==> src/hdl/fcc_pkg.sv <==
// Shared constants, codes and types of the cross-correlation block.
// No dependencies.
`timescale 1ns / 1ps
`default_nettype none

package fcc_pkg;

    localparam int MAX_LEN_DEF      = 1024;
    localparam int SAMPLE_WIDTH_DEF = 16;
    localparam int LANES_DEF        = 4;

    localparam int LEN_W     = 11;
    localparam int SIDX_W    = 10;
    localparam int IN_W      = 16;
    localparam int LAG_W     = 11;
    localparam int ACC_W     = 48;
    localparam int IDX_W     = 12;
    localparam int CFG_IDX_W = 1;

    localparam logic [LEN_W-1:0] LEN_RESET = 11'd1024;

    localparam logic [CFG_IDX_W-1:0] REG_LENGTH_A = 1'b0;
    localparam logic [CFG_IDX_W-1:0] REG_LENGTH_B = 1'b1;

    localparam logic REQ_LOAD  = 1'b0;
    localparam logic REQ_QUERY = 1'b1;

    localparam logic ST_OK        = 1'b0;
    localparam logic ST_RANGE_ERR = 1'b1;

    typedef struct packed {
        logic             en;
        logic [IDX_W-1:0] addr;
        logic [IN_W-1:0]  a;
        logic [IN_W-1:0]  b;
    } t_wr;

    typedef struct packed {
        logic [IDX_W-1:0] off;
        logic [IDX_W-1:0] count;
        logic             swap;
        logic [LEN_W-1:0] len_a;
        logic [LEN_W-1:0] len_b;
    } t_query;

endpackage

`default_nettype wire

==> src/hdl/fcc_merge.sv <==
// Merge stage: adds the lane partial sums one lane per cycle.
// Depends on fcc_pkg.
`timescale 1ns / 1ps
`default_nettype none

module fcc_merge #(
    parameter int LANES = 4
) (
    input  wire logic                                  i_clk,
    input  wire logic                                  i_rst_n,
    input  wire logic                                  i_start,
    input  wire logic [LANES-1:0][fcc_pkg::ACC_W-1:0]  i_acc,
    output logic                                       o_done,
    output logic      [fcc_pkg::ACC_W-1:0]             o_sum
);
    import fcc_pkg::*;

    localparam int MW = (LANES > 1) ? $clog2(LANES) : 1;

    logic             r_busy;
    logic             r_done;
    logic [MW-1:0]    r_idx;
    logic [ACC_W-1:0] r_sum;

    always_ff @(posedge i_clk) begin
        if (!i_rst_n) begin
            r_busy <= 1'b0;
            r_done <= 1'b0;
            r_idx  <= '0;
        end else begin
            r_done <= 1'b0;
            if (i_start) begin
                r_busy <= 1'b1;
                r_idx  <= '0;
            end else if (r_busy) begin
                if (r_idx == MW'(LANES - 1)) begin
                    r_busy <= 1'b0;
                    r_done <= 1'b1;
                end else begin
                    r_idx <= r_idx + 1'b1;
                end
            end
        end
    end

    always_ff @(posedge i_clk) begin
        if (i_start) begin
            r_sum <= '0;
        end else if (r_busy) begin
            r_sum <= r_sum + i_acc[r_idx];
        end
    end

    assign o_done = r_done;
    assign o_sum  = r_sum;

endmodule

`default_nettype wire

==> config.mk <==
export PLATFORM = sky130hd
export DESIGN_NAME = fcc_merge
export DESIGN_NICKNAME = d
export VERILOG_FILES = /design/src/hdl/fcc_pkg.sv /design/src/hdl/fcc_merge.sv
export SDC_FILE = /design/constraint.sdc
export NUM_CORES = 1
export LEC_CHECK = 0
export BUFFER_PORTS_ARGS = -buffer_cell sky130_fd_sc_hd__buf_2
export CORE_ASPECT_RATIO = 1.1
export CORE_MARGIN = 2
export CORE_UTILIZATION = 30
export DETAILED_ROUTE_END_ITERATION = 7
export HOLD_SLACK_MARGIN = 0.03
export PLACE_DENSITY_LB_ADDON = 0.12
export SYNTH_ARGS = -nofsm -noshare
export SYNTH_HDL_FRONTEND = slang
export SYNTH_SLANG_ARGS = --single-unit
==> constraint.sdc <==
create_clock -name i_clk -period 11.4 [get_ports i_clk]
set_input_delay 1.14 -clock i_clk [delete_from_list [all_inputs] [get_ports i_clk]]
set_output_delay 1.14 -clock i_clk [all_outputs]
set_load 0.02 [all_outputs]
==> flow_summary.toml <==
[worst_setup_path]
worstPathMaxFanout = 49
worst_r2r_endpoint = "o_sum[47]"
r2r_start = "r_idx[0]"
critPathMaxStageDelay_ns = 0.74
r2r_cells = 12
path_buf_inv = 1
cp_top_family = "compound AO/OA/AOI/OAI gates"
required_ns = 11.60
path_cells = "buf_4 > mux4_2 > ha_1 > a21oi_1 > o21ai_0 > a221oi_1 > nand2_1 > o21bai_1 > o41ai_2 > a211oi_2 > mux2i_1 > mux2_2"
cp.depth = 12
cp_slowest_cell = "buf_4"
worstSetupPathType = "flip-flop to flip-flop"
cp-start-kind = "flip-flop"
critPathArrivalTime_ns = 4.73
critPathCaptureType = "flip-flop"
rrSetupSlack_ns = 6.87

[die]
io_pins = 244
start_util_pct = 30.8
fp-row-count = 53
core_area_um2 = 19200
die_w_um = 138
die_h_um = 151
die_area_um2 = 20800

[finish]
diodes = 0
drive_above_1_share_pct = 37.6
layout_common_cells = "243 x buf_2, 63 x nand2_1, 61 x a21oi_1, 61 x nor2_1, 49 x dfxtp_1"
layout.nets = 1123
final_common_cell = "buf_2"
area_delta_synth_final_pct = 26.2

[global_route]
grt_pass1_wl_um = 29400
top_usage_layer = "met2"
grtUsageTotal_pct = 17.9
use_met2_pct = 31.1
grt_max_degree = 53
antenna_found_initial = 0
overflow = 0
grt_pass1_vias = 5854
use_met3_pct = 3.45
met1_usage_pct = 22.8

[timing]
post-route-period-util_pct = 39.7
slew_viol_final = 0
clock_skew_ns = 0.00929
rsz0062_at_grt = "false"
hold_violations = 0
worstMarginPinSlew_ns = 0.955
setup_violations = 0
fmax_mhz = 221
slew_headroom_pct = 36.3
period_needed_ns = 4.53
setup_tns_ns = 0

[logic_synthesis]
syn_inst = 666
yosysTopAreaCell = "mux4_2"
synthesis.area_um2 = 5890
post_synth_num_cell_types = 69
netlist_top_cells_area = "mux4_2 18%, dfxtp_1 18%, ha_1 10%"
async_flop_share_pct = 0
synthFlopType = "dfxtp_1"
synth_top_cell_area_share_pct = 18.3
avgSynthCellArea_um2 = 8.85
ys_ff_latch = 52
synth_warnings = 0
synth_fp_nets = 910
synth.yosys.seq_area_share_pct = 17.7
synth_edf_count = 0

[clock_network]
cts_num_sinks = 52
postCtsSetupBuffers = 0
path_clk_slew_ns = 0.08
cts_resized = 0
cts_tree = "done"
cts_htree_levels = 2
cts_hold_buf = 0
worstSkewPairLatency_ns = 0.31
clock-root-buffer = "clkbuf_16"
cts_buffer_depth = 2
numCtsBuffers = 5

[worst_hold_path]
hold_depth = 2
hp-class = "flip-flop to flip-flop"
hold_start = "o_sum[35]"
holdPathEnd = "o_sum[35]"

[power]
power_density_nw_per_um2 = 115
power_mw = 0.855
p_leak_nw = 3.43
vdd_ir_drop_max_v = 0.0000549

[detailed_routing]
wirelength_um = 18500
wl_per_cell_um = 16.4
via_count = 5947
drc_errors = 0
ant_nets = 0
drt_iter0_drc = 261
first_pass_iters = 4
viasPerCell = 5.28

[placement]
dp_hpwl_um = 14700
gp_congestion = 0.835
io_buffers = 243

[job]
maxCapViolations = 0

[run_status]
status = "complete, no violations"
-- through the flow --
step                      instances  hold WS (ns)  instance area (um2)  setup WS [ns]  utilization, %
final                          1127         0.490                 7440           6.87            38.8
after global routing           1127         0.520                 7440           6.46            38.8
after CTS                      1127         0.495                 7440           6.76            38.8
after detailed placement       1119         0.484                 7280           6.79            38.0
after global placement         1119         0.476                 7280           6.79            38.0
after floorplan                 666         0.549                 5890           7.22               -
-- worst max path at each step --
| stage | start | to | slack (ns) |
|---|---|---|---|
| floorplan | r_idx[0] | o_sum[47] | 7.22 |
| global placement | r_idx[0] | o_sum[47] | 6.79 |
| detailed placement | r_idx[0] | o_sum[47] | 6.79 |
| CTS | r_idx[0] | o_sum[47] | 6.76 |
| global route | r_idx[0] | o_sum[47] | 6.46 |
| finish | r_idx[0] | o_sum[47] | 6.87 |
-- kinds of logic after synthesis --
logic type      after synthesis  share of synthesized area, %
fa+ha+maj                    49                          10.5
flops                        52                          17.7
mux                          80                          23.8
simple gates                216                          18.2
xor+xnor                     30                          4.46
compound gates              181                          21.3
buf+inv                      58                          4.03
-- cells in the mapped netlist, types with 4 or more instances --
cell type  number
nand2_1        63
a21oi_1        61
nor2_1         61
dfxtp_1        52
ha_1           48
mux4_2         48
mux2i_1        31
clkbuf_1       28
a21o_1         25
o21ai_0        21
nor3b_1        17
inv_1          16
nand3_1        15
xnor2_1        15
xor2_1         15
o21bai_1       11
nand2b_1       10
nand4_1        10
o21a_1         10
nor3_1          9
buf_1           8
a211oi_1        6
a31oi_1         6
nor2b_1         5
o211ai_1        5
o31ai_1         5
a211oi_2        4
buf_2           4
or3b_2          4
-- where the power goes --
part	total, mW	switching [mW]	internal [mW]
clock	0.167	0.0788	0.0878
combinational	0.462	0.266	0.195
sequential	0.227	0.0200	0.207
total	0.855	0.365	0.490
-- layer usage --
| layer | part of all wire, % | wire length [um] | up-vias |
|---|---|---|---|
| met5 | 0 | 0 | - |
| met4 | 1.1 | 212 | 0 |
| met3 | 5.4 | 1000 | 12 |
| met2 | 49 | 9110 | 167 |
| met1 | 44 | 8130 | 2802 |
| li1 | - | - | 2966 |
-- worst register-to-register path, cell delays in order, from the launching register on --
cell and delay [ns]:
dfxtp_4 0.35, buf_4 0.74, mux4_2 0.65, ha_1 0.36, a21oi_1 0.22, o21ai_0 0.16
a221oi_1 0.40, nand2_1 0.10, o21bai_1 0.42, o41ai_2 0.19, a211oi_2 0.26, mux2i_1 0.23
mux2_2 0.35
-- flip-flops by register name, indices dropped and copies added, names as in the netlist --
signal,cells
o_sum,48
r_idx,2
o_done,1
r_busy,1
-- layout make-up --
class / count / area, um2
inverters: 16 / 60.1
clock buffers: 6 / 139
clock inverters: 2 / 15.0
well taps: 247 / 309
flip-flops and latches: 52 / 1050
fillers: 2018 / 11700
repair buffers: 248 / 1250
multi-input cells: 556 / 4610
Power figures use the tool's default switching activity.
